==> src/rtl/rtsm_pkg.sv <==
// ----------------------------------------------------------------------------
// rtsm_pkg
// Shared types and constants for the relative text search matcher.
// ----------------------------------------------------------------------------
package rtsm_pkg;

  localparam int BYTE_W        = 8;
  localparam int SYM_W         = 16;
  localparam int BASE_W        = 17;
  localparam int IDX_W         = 5;
  localparam int CHAR_W        = 8;
  localparam int LEN_W         = 5;
  localparam int PATTERN_SLOTS = 16;
  localparam int OUT_OFFSET_W  = 32;
  localparam int CFG_IDX_W     = 3;
  localparam int CFG_DATA_W    = 64;

  // pattern char encoding
  localparam int CHAR_WILD_BIT  = 7;
  localparam int CHAR_UPPER_BIT = 5;

  localparam logic [BASE_W-1:0] BASE_NONE = '1;

  typedef enum logic [CFG_IDX_W-1:0] {
    REG_CHARS_LOW  = 3'd0,
    REG_CHARS_HIGH = 3'd1,
    REG_LENGTH     = 3'd2,
    REG_WIDE       = 3'd3,
    REG_BIG_ENDIAN = 3'd4
  } cfg_reg_t;

  typedef struct packed {
    logic             care;
    logic             upper;
    logic             neg;
    logic [SYM_W-1:0] base;
  } cell_res_t;

  typedef struct packed {
    logic             match;
    logic             upper_set;
    logic             lower_set;
    logic [SYM_W-1:0] upper_base;
    logic [SYM_W-1:0] lower_base;
  } check_res_t;

endpackage

==> src/rtl/rtsm_if.sv <==
// ----------------------------------------------------------------------------
// rtsm_if
// Channel interfaces: byte stream in, match results out, config writes.
// ----------------------------------------------------------------------------
interface rtsm_stream_if;
  import rtsm_pkg::*;

  logic              valid;
  logic              ready;
  logic [BYTE_W-1:0] data_byte;
  logic              stream_start;

  modport source (output valid, data_byte, stream_start, input ready);
  modport sink   (input valid, data_byte, stream_start, output ready);
endinterface

interface rtsm_result_if;
  import rtsm_pkg::*;

  logic                    valid;
  logic                    ready;
  logic [OUT_OFFSET_W-1:0] match_offset;
  logic signed [BASE_W-1:0] upper_base;
  logic signed [BASE_W-1:0] lower_base;

  modport source (output valid, match_offset, upper_base, lower_base, input ready);
  modport sink   (input valid, match_offset, upper_base, lower_base, output ready);
endinterface

interface rtsm_cfg_if;
  import rtsm_pkg::*;

  logic                  valid;
  logic                  ready;
  logic [CFG_IDX_W-1:0]  index;
  logic [CFG_DATA_W-1:0] data;

  modport source (output valid, index, data, input ready);
  modport sink   (input valid, index, data, output ready);
endinterface

==> src/rtl/relative_text_search_matcher.sv <==
// ----------------------------------------------------------------------------
// relative_text_search_matcher
// Relative search over a byte stream with a pattern of letter indices.
// A byte taken from the stream passes the history, cell result and check result
//   registers before any result word for it is loaded into the result register.
// Throughput: one byte per cycle; the whole pipe holds only while the result
//   register has a word not yet taken.
// Reset: synchronous; config returns to defaults, counters and pipe clear.
//   History bytes are not cleared; the fill count masks them.
// ----------------------------------------------------------------------------
module relative_text_search_matcher #(
  parameter int MAX_PATTERN = 16,
  parameter int OFFSET_BITS = 32
) (
  input  logic         clk,
  input  logic         rst,
  rtsm_stream_if.sink  stream,
  rtsm_result_if.source result,
  rtsm_cfg_if.sink     cfg
);
  import rtsm_pkg::*;

  localparam int DEPTH  = 2 * MAX_PATTERN;
  localparam int SPAN_W = $clog2(DEPTH + 1);
  localparam int PLEN_W = $clog2(MAX_PATTERN + 1);

  // config
  logic [CFG_DATA_W-1:0] chars_low;
  logic [CFG_DATA_W-1:0] chars_high;
  logic [LEN_W-1:0]      pattern_length;
  logic                  wide_symbols;
  logic                  big_endian;

  logic [PATTERN_SLOTS*CHAR_W-1:0] chars;
  logic [PLEN_W-1:0]               len;
  logic [SPAN_W-1:0]               span;
  logic [SPAN_W-1:0]               shift_bytes;

  // handshake
  logic advance;
  logic take;

  // front end
  logic [OFFSET_BITS-1:0] pos;
  logic [OFFSET_BITS-1:0] pos_base;
  logic [OFFSET_BITS-1:0] pos_next;
  logic [OFFSET_BITS-1:0] start_next;
  logic [SPAN_W-1:0]      fill;
  logic [SPAN_W-1:0]      fill_base;
  logic [SPAN_W-1:0]      fill_next;

  // pipe tokens
  logic                   s1_valid, s2_valid, s3_valid;
  logic [OFFSET_BITS-1:0] s1_start, s2_start, s3_start;
  logic                   s1_full, s2_full, s3_full;
  logic                   s1_restart, s2_restart, s3_restart;

  // window
  logic [BYTE_W-1:0]       hist    [DEPTH];
  logic [BYTE_W-1:0]       aligned [DEPTH];
  logic [DEPTH*BYTE_W-1:0] hist_flat;
  logic [DEPTH*BYTE_W-1:0] aligned_flat;

  cell_res_t [MAX_PATTERN-1:0] cell_res;
  check_res_t                  chk;

  // gating and result
  logic [OFFSET_BITS-1:0] allowed_start;
  logic [OFFSET_BITS-1:0] allowed_base;
  logic [OFFSET_BITS-1:0] allowed_next;
  logic [OFFSET_BITS-1:0] gap;
  logic                   blocked;
  logic                   eligible;
  logic                   emit;

  logic                    out_valid;
  logic [OUT_OFFSET_W-1:0] out_offset;
  logic [BASE_W-1:0]       out_upper;
  logic [BASE_W-1:0]       out_lower;

  // ---------------- config port ----------------
  assign cfg.ready = 1'b1;

  always_ff @(posedge clk) begin
    if (rst) begin
      chars_low      <= '0;
      chars_high     <= '0;
      pattern_length <= LEN_W'(1);
      wide_symbols   <= 1'b0;
      big_endian     <= 1'b0;
    end else if (cfg.valid) begin
      case (cfg_reg_t'(cfg.index))
        REG_CHARS_LOW:  chars_low      <= cfg.data;
        REG_CHARS_HIGH: chars_high     <= cfg.data;
        REG_LENGTH:     pattern_length <= cfg.data[LEN_W-1:0];
        REG_WIDE:       wide_symbols   <= cfg.data[0];
        REG_BIG_ENDIAN: big_endian     <= cfg.data[0];
        default: ;
      endcase
    end
  end

  assign chars = {chars_high, chars_low};

  always_comb begin
    if (pattern_length == '0) begin
      len = PLEN_W'(1);
    end else if (pattern_length > LEN_W'(MAX_PATTERN)) begin
      len = PLEN_W'(MAX_PATTERN);
    end else begin
      len = pattern_length[PLEN_W-1:0];
    end
    span        = wide_symbols ? SPAN_W'({len, 1'b0}) : SPAN_W'(len);
    shift_bytes = SPAN_W'(DEPTH) - span;
  end

  // ---------------- handshake ----------------
  assign advance      = !out_valid || result.ready;
  assign stream.ready = advance;
  assign take         = stream.valid && advance;

  // ---------------- byte counting ----------------
  always_comb begin
    pos_base   = stream.stream_start ? '0 : pos;
    fill_base  = stream.stream_start ? '0 : fill;
    pos_next   = pos_base + OFFSET_BITS'(1);
    fill_next  = (fill_base == SPAN_W'(DEPTH)) ? fill_base : fill_base + SPAN_W'(1);
    start_next = pos_next - OFFSET_BITS'(span);
  end

  always_ff @(posedge clk) begin
    if (rst) begin
      pos  <= '0;
      fill <= '0;
    end else if (take) begin
      pos  <= pos_next;
      fill <= fill_next;
    end
  end

  // ---------------- pipe tokens ----------------
  always_ff @(posedge clk) begin
    if (rst) begin
      s1_valid <= 1'b0;
      s2_valid <= 1'b0;
      s3_valid <= 1'b0;
    end else if (advance) begin
      s1_valid <= take;
      s2_valid <= s1_valid;
      s3_valid <= s2_valid;
    end
  end

  always_ff @(posedge clk) begin
    if (advance) begin
      s1_start   <= start_next;
      s1_full    <= fill_next >= span;
      s1_restart <= stream.stream_start;
      s2_start   <= s1_start;
      s2_full    <= s1_full;
      s2_restart <= s1_restart;
      s3_start   <= s2_start;
      s3_full    <= s2_full;
      s3_restart <= s2_restart;
    end
  end

  // ---------------- cell row ----------------
  always_comb begin
    for (int i = 0; i < DEPTH; i++) begin
      hist_flat[i*BYTE_W +: BYTE_W] = hist[i];
    end
    // oldest byte of the candidate lands in the top slot
    aligned_flat = hist_flat << (shift_bytes * BYTE_W);
    for (int i = 0; i < DEPTH; i++) begin
      aligned[i] = aligned_flat[(DEPTH-1-i)*BYTE_W +: BYTE_W];
    end
  end

  for (genvar k = 0; k < MAX_PATTERN; k++) begin : g_cell
    logic [BYTE_W-1:0] chain_in;

    if (k == 0) begin : g_head
      assign chain_in = stream.data_byte;
    end else begin : g_link
      assign chain_in = hist[2*k-1];
    end

    rtsm_cell u_cell (
      .clk          (clk),
      .shift        (take),
      .advance      (advance),
      .byte_in      (chain_in),
      .hist_near    (hist[2*k]),
      .hist_far     (hist[2*k+1]),
      .sym_narrow   (aligned[k]),
      .sym_first    (aligned[2*k]),
      .sym_second   (aligned[2*k+1]),
      .pattern_char (chars[k*CHAR_W +: CHAR_W]),
      .active       (PLEN_W'(k) < len),
      .wide         (wide_symbols),
      .big_endian   (big_endian),
      .res          (cell_res[k])
    );
  end

  rtsm_check #(
    .MAX_PATTERN (MAX_PATTERN)
  ) u_check (
    .clk     (clk),
    .advance (advance),
    .cells   (cell_res),
    .res     (chk)
  );

  // ---------------- gating ----------------
  always_comb begin
    allowed_base = s3_restart ? '0 : allowed_start;
    gap          = allowed_base - s3_start;
    blocked      = (gap != '0) && (gap <= OFFSET_BITS'(DEPTH));
    eligible     = s3_valid && s3_full && !blocked;
    emit         = eligible && chk.match;
    if (eligible) begin
      allowed_next = chk.match ? s3_start + OFFSET_BITS'(span)
                               : s3_start + OFFSET_BITS'(1);
    end else begin
      allowed_next = allowed_base;
    end
  end

  always_ff @(posedge clk) begin
    if (rst) begin
      allowed_start <= '0;
    end else if (advance && s3_valid) begin
      allowed_start <= allowed_next;
    end
  end

  // ---------------- result register ----------------
  always_ff @(posedge clk) begin
    if (rst) begin
      out_valid <= 1'b0;
    end else if (advance) begin
      out_valid <= emit;
    end
  end

  always_ff @(posedge clk) begin
    if (advance && emit) begin
      out_offset <= OUT_OFFSET_W'(s3_start);
      out_upper  <= chk.upper_set ? {1'b0, chk.upper_base} : BASE_NONE;
      out_lower  <= chk.lower_set ? {1'b0, chk.lower_base} : BASE_NONE;
    end
  end

  assign result.valid        = out_valid;
  assign result.match_offset = out_offset;
  assign result.upper_base   = out_upper;
  assign result.lower_base   = out_lower;

`ifndef ASSERT_OFF
  a_fill_range: assert property (@(posedge clk) disable iff (rst)
    fill <= SPAN_W'(DEPTH))
    else $error("fill count beyond window depth");

  a_base_range: assert property (@(posedge clk) disable iff (rst)
    out_valid |-> ((!out_upper[BASE_W-1] || out_upper == BASE_NONE) &&
                   (!out_lower[BASE_W-1] || out_lower == BASE_NONE)))
    else $error("base out of range");

  a_word_source: assert property (@(posedge clk) disable iff (rst)
    (out_valid && !$past(out_valid)) |-> $past(s3_valid && chk.match))
    else $error("result word without a matching candidate");

  a_skip_span: assert property (@(posedge clk) disable iff (rst)
    (!$past(rst) && $past(advance && emit)) |->
      (allowed_start == $past(s3_start) + OFFSET_BITS'($past(span))))
    else $error("match did not move the allowed start past its span");
`endif

endmodule

==> src/rtl/rtsm_cell.sv <==
// ----------------------------------------------------------------------------
// rtsm_cell
// One pattern slot: holds two history bytes, passing the older on to the next
// slot, and registers the relative base of its pattern char against the window.
// ----------------------------------------------------------------------------
module rtsm_cell (
  input  logic                          clk,
  input  logic                          shift,
  input  logic                          advance,
  input  logic [rtsm_pkg::BYTE_W-1:0]   byte_in,
  output logic [rtsm_pkg::BYTE_W-1:0]   hist_near,
  output logic [rtsm_pkg::BYTE_W-1:0]   hist_far,
  input  logic [rtsm_pkg::BYTE_W-1:0]   sym_narrow,
  input  logic [rtsm_pkg::BYTE_W-1:0]   sym_first,
  input  logic [rtsm_pkg::BYTE_W-1:0]   sym_second,
  input  logic [rtsm_pkg::CHAR_W-1:0]   pattern_char,
  input  logic                          active,
  input  logic                          wide,
  input  logic                          big_endian,
  output rtsm_pkg::cell_res_t           res
);
  import rtsm_pkg::*;

  logic [BYTE_W-1:0] hist_new;
  logic [BYTE_W-1:0] hist_old;
  logic [SYM_W-1:0]  sym;
  logic [BASE_W-1:0] diff;
  cell_res_t         res_next;

  always_comb begin
    if (wide) begin
      sym = big_endian ? {sym_first, sym_second} : {sym_second, sym_first};
    end else begin
      sym = {{(SYM_W-BYTE_W){1'b0}}, sym_narrow};
    end
    diff = {1'b0, sym} - BASE_W'(pattern_char[IDX_W-1:0]);
    res_next.care  = active && !pattern_char[CHAR_WILD_BIT];
    res_next.upper = pattern_char[CHAR_UPPER_BIT];
    res_next.neg   = diff[BASE_W-1];
    res_next.base  = diff[SYM_W-1:0];
  end

  always_ff @(posedge clk) begin
    if (shift) begin
      hist_new <= byte_in;
      hist_old <= hist_new;
    end
    if (advance) begin
      res <= res_next;
    end
  end

  assign hist_near = hist_new;
  assign hist_far  = hist_old;

endmodule

==> src/rtl/rtsm_check.sv <==
// ----------------------------------------------------------------------------
// rtsm_check
// Agreement check over all slots: every cared-for base nonnegative, and one
// common base per letter case.
// ----------------------------------------------------------------------------
module rtsm_check #(
  parameter int MAX_PATTERN = 16
) (
  input  logic                                    clk,
  input  logic                                    advance,
  input  rtsm_pkg::cell_res_t [MAX_PATTERN-1:0]   cells,
  output rtsm_pkg::check_res_t                    res
);
  import rtsm_pkg::*;

  logic [MAX_PATTERN-1:0] upper_mask;
  logic [MAX_PATTERN-1:0] lower_mask;
  logic [MAX_PATTERN-1:0] upper_first;
  logic [MAX_PATTERN-1:0] lower_first;
  logic [MAX_PATTERN-1:0] neg_mask;
  logic [SYM_W-1:0]       upper_ref;
  logic [SYM_W-1:0]       lower_ref;
  logic                   upper_ok;
  logic                   lower_ok;
  check_res_t             res_next;

  always_comb begin
    for (int k = 0; k < MAX_PATTERN; k++) begin
      upper_mask[k] = cells[k].care && cells[k].upper;
      lower_mask[k] = cells[k].care && !cells[k].upper;
      neg_mask[k]   = cells[k].care && cells[k].neg;
    end
    // lowest set bit picks the reference slot
    upper_first = upper_mask & (~upper_mask + MAX_PATTERN'(1));
    lower_first = lower_mask & (~lower_mask + MAX_PATTERN'(1));
    upper_ref = '0;
    lower_ref = '0;
    for (int k = 0; k < MAX_PATTERN; k++) begin
      upper_ref = upper_ref | ({SYM_W{upper_first[k]}} & cells[k].base);
      lower_ref = lower_ref | ({SYM_W{lower_first[k]}} & cells[k].base);
    end
    upper_ok = 1'b1;
    lower_ok = 1'b1;
    for (int k = 0; k < MAX_PATTERN; k++) begin
      if (upper_mask[k] && (cells[k].base != upper_ref)) upper_ok = 1'b0;
      if (lower_mask[k] && (cells[k].base != lower_ref)) lower_ok = 1'b0;
    end
    res_next.match      = (neg_mask == '0) && upper_ok && lower_ok;
    res_next.upper_set  = |upper_mask;
    res_next.lower_set  = |lower_mask;
    res_next.upper_base = upper_ref;
    res_next.lower_base = lower_ref;
  end

  always_ff @(posedge clk) begin
    if (advance) begin
      res <= res_next;
    end
  end

endmodule
==> src/flat_wrapper.sv <==
// flat-port wrapper written by rule: the top's interface ports become plain ports
module relative_text_search_matcher_flat import rtsm_pkg::*;
#(
  parameter int MAX_PATTERN = 16,
  parameter int OFFSET_BITS = 32
)
  (clk, rst, stream_valid, stream_data_byte, stream_stream_start, stream_ready, result_valid, result_match_offset, result_upper_base, result_lower_base, result_ready, cfg_valid, cfg_index, cfg_data, cfg_ready);
  rtsm_stream_if stream_i ();
  rtsm_result_if result_i ();
  rtsm_cfg_if cfg_i ();
  input  logic clk;
  input  logic rst;
  input wire logic [$bits(stream_i.valid)-1:0] stream_valid;
  input wire logic [$bits(stream_i.data_byte)-1:0] stream_data_byte;
  input wire logic [$bits(stream_i.stream_start)-1:0] stream_stream_start;
  output wire logic [$bits(stream_i.ready)-1:0] stream_ready;
  output wire logic [$bits(result_i.valid)-1:0] result_valid;
  output wire logic [$bits(result_i.match_offset)-1:0] result_match_offset;
  output wire logic [$bits(result_i.upper_base)-1:0] result_upper_base;
  output wire logic [$bits(result_i.lower_base)-1:0] result_lower_base;
  input wire logic [$bits(result_i.ready)-1:0] result_ready;
  input wire logic [$bits(cfg_i.valid)-1:0] cfg_valid;
  input wire logic [$bits(cfg_i.index)-1:0] cfg_index;
  input wire logic [$bits(cfg_i.data)-1:0] cfg_data;
  output wire logic [$bits(cfg_i.ready)-1:0] cfg_ready;
  assign stream_i.valid = stream_valid;
  assign stream_i.data_byte = stream_data_byte;
  assign stream_i.stream_start = stream_stream_start;
  assign stream_ready = stream_i.ready;
  assign result_valid = result_i.valid;
  assign result_match_offset = result_i.match_offset;
  assign result_upper_base = result_i.upper_base;
  assign result_lower_base = result_i.lower_base;
  assign result_i.ready = result_ready;
  assign cfg_i.valid = cfg_valid;
  assign cfg_i.index = cfg_index;
  assign cfg_i.data = cfg_data;
  assign cfg_ready = cfg_i.ready;
  relative_text_search_matcher #(.MAX_PATTERN(MAX_PATTERN), .OFFSET_BITS(OFFSET_BITS)) u_core (.clk(clk), .rst(rst), .stream(stream_i), .result(result_i), .cfg(cfg_i));
endmodule
==> config.mk <==
export PLATFORM = sky130hd
export DESIGN_NAME = relative_text_search_matcher_flat
export DESIGN_NICKNAME = d
export VERILOG_FILES = /design/src/rtl/rtsm_pkg.sv /design/src/rtl/rtsm_if.sv /design/src/rtl/relative_text_search_matcher.sv /design/src/rtl/rtsm_cell.sv /design/src/rtl/rtsm_check.sv /design/src/flat_wrapper.sv
export SDC_FILE = /design/constraint.sdc
export NUM_CORES = 2
export LEC_CHECK = 0
export ABC_AREA = 1
export BUFFER_PORTS_ARGS = -buffer_cell sky130_fd_sc_hd__buf_2
export CORE_MARGIN = 5
export CORE_UTILIZATION = 50
export DETAILED_ROUTE_END_ITERATION = 6
export PLACE_DENSITY = 0.66
export SLEW_MARGIN = 15
export SYNTH_ARGS = -nofsm -noshare
export SYNTH_HDL_FRONTEND = slang
export SYNTH_SLANG_ARGS = --single-unit
==> constraint.sdc <==
create_clock -name clk -period 23.6 [get_ports clk]
set_input_delay 2.36 -clock clk [delete_from_list [all_inputs] [get_ports clk]]
set_output_delay 2.36 -clock clk [all_outputs]
set_load 0.02 [all_outputs]
==> results.py <==
metrics = {
    "synthesis": {
        "synth_area_um2": 73600,
        "synth_edf_count": 763,
        "avgSynthCellArea_um2": 6.85,
        "ys_types": 71,
        "netlist_instances": 10700,
        "synthTopCellsByArea": "edfxtp_1, nand2_1, nand3_1",
        "ys.warnings.count": 0,
        "postSynth.asyncResetShare": 0,
        "synth_nets": 11000,
        "yosysTopAreaCell": "edfxtp_1",
        "synth_top_flop_cell": "edfxtp_1",
        "synth_top_area_frac": 0.311,
        "ys_seq_area_frac": 0.364,
        "synth_seq_cells": 956,
    },
    "global_routing": {
        "grt_usage": 0.408,
        "grt_pass1_vias": 67600,
        "antenna_found_initial": 12,
        "grt-ovfl-total": 0,
        "grt_max_degree": 157,
        "grt_pass1_wl_um": 466000,
    },
    "die": {
        "placementRows": 140,
        "initial_utilization": 0.504,
        "core_um2": 146000,
        "die_width_um": 394,
        "die_area_um2": 155000,
        "die_y_um": 394,
        "ioPinCount": 150,
    },
    "setup_path": {
        "path_buf_inv": 4,
        "crit_chain": "inv_2 -> nand3_4 -> ha_4 -> o21bai_1 -> nand2_8 -> inv_6 -> buf_4 -> nand2_1 -> a31oi_1 -> nand2_1 -> nand2_1 -> o22ai_1 -> a31oi_1 -> ha_1 -> inv_1 -> fa_1 -> nand3_1 -> nand3_1 -> a21oi_1 -> nand2_1 -> xor2_1",
        "critical_path.max_fanout": 135,
        "max_stage_delay_ns": 0.86,
        "crit_type": "reg -> reg",
        "critPathTopFamily": "buffers and inverters",
        "cpMaxStageDelayCell": "buf_4",
        "arrival_ns": 8.91,
        "start_kind": "flip-flop",
        "end_kind": "flip-flop",
        "crit_top_cell": "nand2_1",
        "cp.required_ns": 23.98,
    },
    "layout": {
        "mostFrequentLayoutCell": "nand2_1",
        "fin_cells": 12600,
        "fin_util": 0.539,
        "syn_to_final_growth_pct": 6.82,
        "drive_gt1_frac": 0.0725,
        "nets": 10800,
        "final_cell_mix": "nand2_1, nor2_1, inv_1",
    },
    "routing": {
        "routed_wl_um": 330000,
        "wl_per_cell_um": 26.2,
        "first_pass_iters": 7,
        "drt_iter0_drc": 10100,
        "ant_nets": 0,
        "drc_errors": 2,
        "vias": 75800,
        "via_per_inst": 6.02,
    },
    "clock_network": {
        "insertion_delay_ns": 0.77,
        "htree_levels": 3,
        "cts_made_buffers": 105,
        "tritoncts": "yes",
        "cts_buffer_depth": 3,
        "cts-resized-gates": 0,
        "path_clk_slew_ns": 0.06,
        "cts_sinks": 956,
        "holdBufCountCts": 0,
        "post_cts_buffers": 0,
        "cts-root-buf": "clkbuf_16",
    },
    "hold_path": {
        "hp-class": "reg -> reg",
    },
    "timing": {
        "finalHoldViolCount": 0,
        "worstMarginPinSlew_ns": 1.34,
        "finClkSkew_ns": 0.107,
        "grt_setup_unrepaired": "false",
        "finalSetupTns_ns": 0,
        "slew_violations": 0,
        "setup_ws_ns": 15.07,
        "setup_viol": 0,
        "maxSlewHeadroom": 0.0986,
        "fin_crit_ns": 8.53,
        "fmax_mhz": 117,
        "period_share": 0.361,
    },
    "pwr": {
        "power.leakage_nw": 35.5,
        "powerDensity_nw_per_um2": 97.1,
        "p_total_mw": 7.64,
        "ir_drop_v": 0.0000886,
    },
    "place": {
        "place_congestion": 1.13,
        "dp_hpwl_um": 258000,
        "placed_cells_incl_taps": 12400,
        "port_buffers": 140,
        "post-place-ws_ns": 15.48,
    },
    "run_status": {
        "violations": "design-rule violations",
        "status": "finished, violations left",
    },
    "run": {
        "drv_cap": 0,
    },
}
[worst reg2reg max path, stage by stage, from the launching register on]
cell      delay, ns
dfxtp_2        0.85
inv_2          0.16
nand3_4        0.55
ha_4           0.25
o21bai_1       0.21
nand2_8        0.40
inv_6          0.96
buf_4          0.91
nand2_1        0.29
a31oi_1        0.29
nand2_1        0.08
nand2_1        0.13
o22ai_1        0.09
a31oi_1        0.33
ha_1           0.22
inv_1          0.07
fa_1           0.43
nand3_1        0.10
nand3_1        0.12
a21oi_1        0.78
nand2_1        0.33
xor2_1         0.61
[synth_stat cells, types with 91 or more instances]
cell         n
inv_1     1023
nand2_1   3399
edfxtp_1   763
xor2_1     257
nor2_1    1057
dfxtp_1    193
clkbuf_1   192
buf_2      190
o21ai_0    579
ha_1       133
a21oi_1    309
o21ai_1    375
o22ai_1     91
nand4_1    321
nand3_1    970
[sequential cells by signal, indices dropped and copies added, names as in the netlist, 32 cells and up]
register	count
u_core.allowed_start	32
u_core.chars_high	56
u_core.s3_start	32
u_core.result.match_offset	32
u_core.s1_start	32
u_core.g_cell.u_cell.res	304
u_core.g_cell.u_cell.hist_far	128
u_core.pos	32
u_core.g_cell.u_cell.hist_near	128
u_core.s2_start	32
u_core.chars_low	56
u_core.u_check.res	35
[cells by family (layout without fill, tap and decap cells)]
logic type / count (synthesis) / count (layout) / synth area share
compound gates: 1559 / 1559 / 0.115
xor+xnor: 310 / 310 / 0.0375
fa+ha+maj: 151 / 151 / 0.0275
buf+inv: 1624 / 1553 / 0.0940
flops: 956 / 956 / 0.364
mux: 18 / 18 / 0.00245
other cells: 1 / 6 / 0.0000509
simple gates: 6126 / 6126 / 0.360
[cell type report]
type,instances,area [um^2]
fill,14100,67300
multi-input combinational,8165,40000
sequential,956,26800
inverter,1087,4120
clock buffer,130,2810
tap,1917,2400
timing repair buffer,268,1690
clock inverter,68,812
antenna,5,12.5
[path summary, 6_finish.rpt]
kind | depth (start not counted) | startpoint | endpoint | slack (ns)
worst max-delay path | 21 | u_core.wide_symbols | u_core.g_cell[3].u_cell.res[6] | 15.07
worst min-delay path | 0 | u_core.g_cell[14].u_cell.hist_far[1] | u_core.g_cell[15].u_cell.hist_near[1] | 0.39
worst max register to register | 21 | u_core.wide_symbols | u_core.g_cell[3].u_cell.res[6] | 15.07
worst min register to register | 0 | u_core.g_cell[14].u_cell.hist_far[1] | u_core.g_cell[15].u_cell.hist_near[1] | 0.39
[metal layers]
layer  vias to the layer above  GRT usage  wire (um)
met1                     35200      0.516     126000
met3                      1015      0.119      39200
li1                      35200          -          -
met4                         8      0.294      29800
met2                      4449      0.595     135000
met5                         -          0         60
[where the power goes]
part           switching, mW  total, mW  internal, mW
sequential             0.702       2.92          2.21
combinational           2.15       3.01         0.867
clock                  0.740       1.71         0.970
[stage by stage]
step           area, um^2  hold slack, ns
3_5_place_dp        75000           0.405
2_1_floorplan       73600           0.400
5_1_grt             78600           0.390
6_report            78600           0.395
4_1_cts             78600           0.383
3_3_place_gp        75000           0.401
Note: power is estimated with default switching activity, not from simulation.
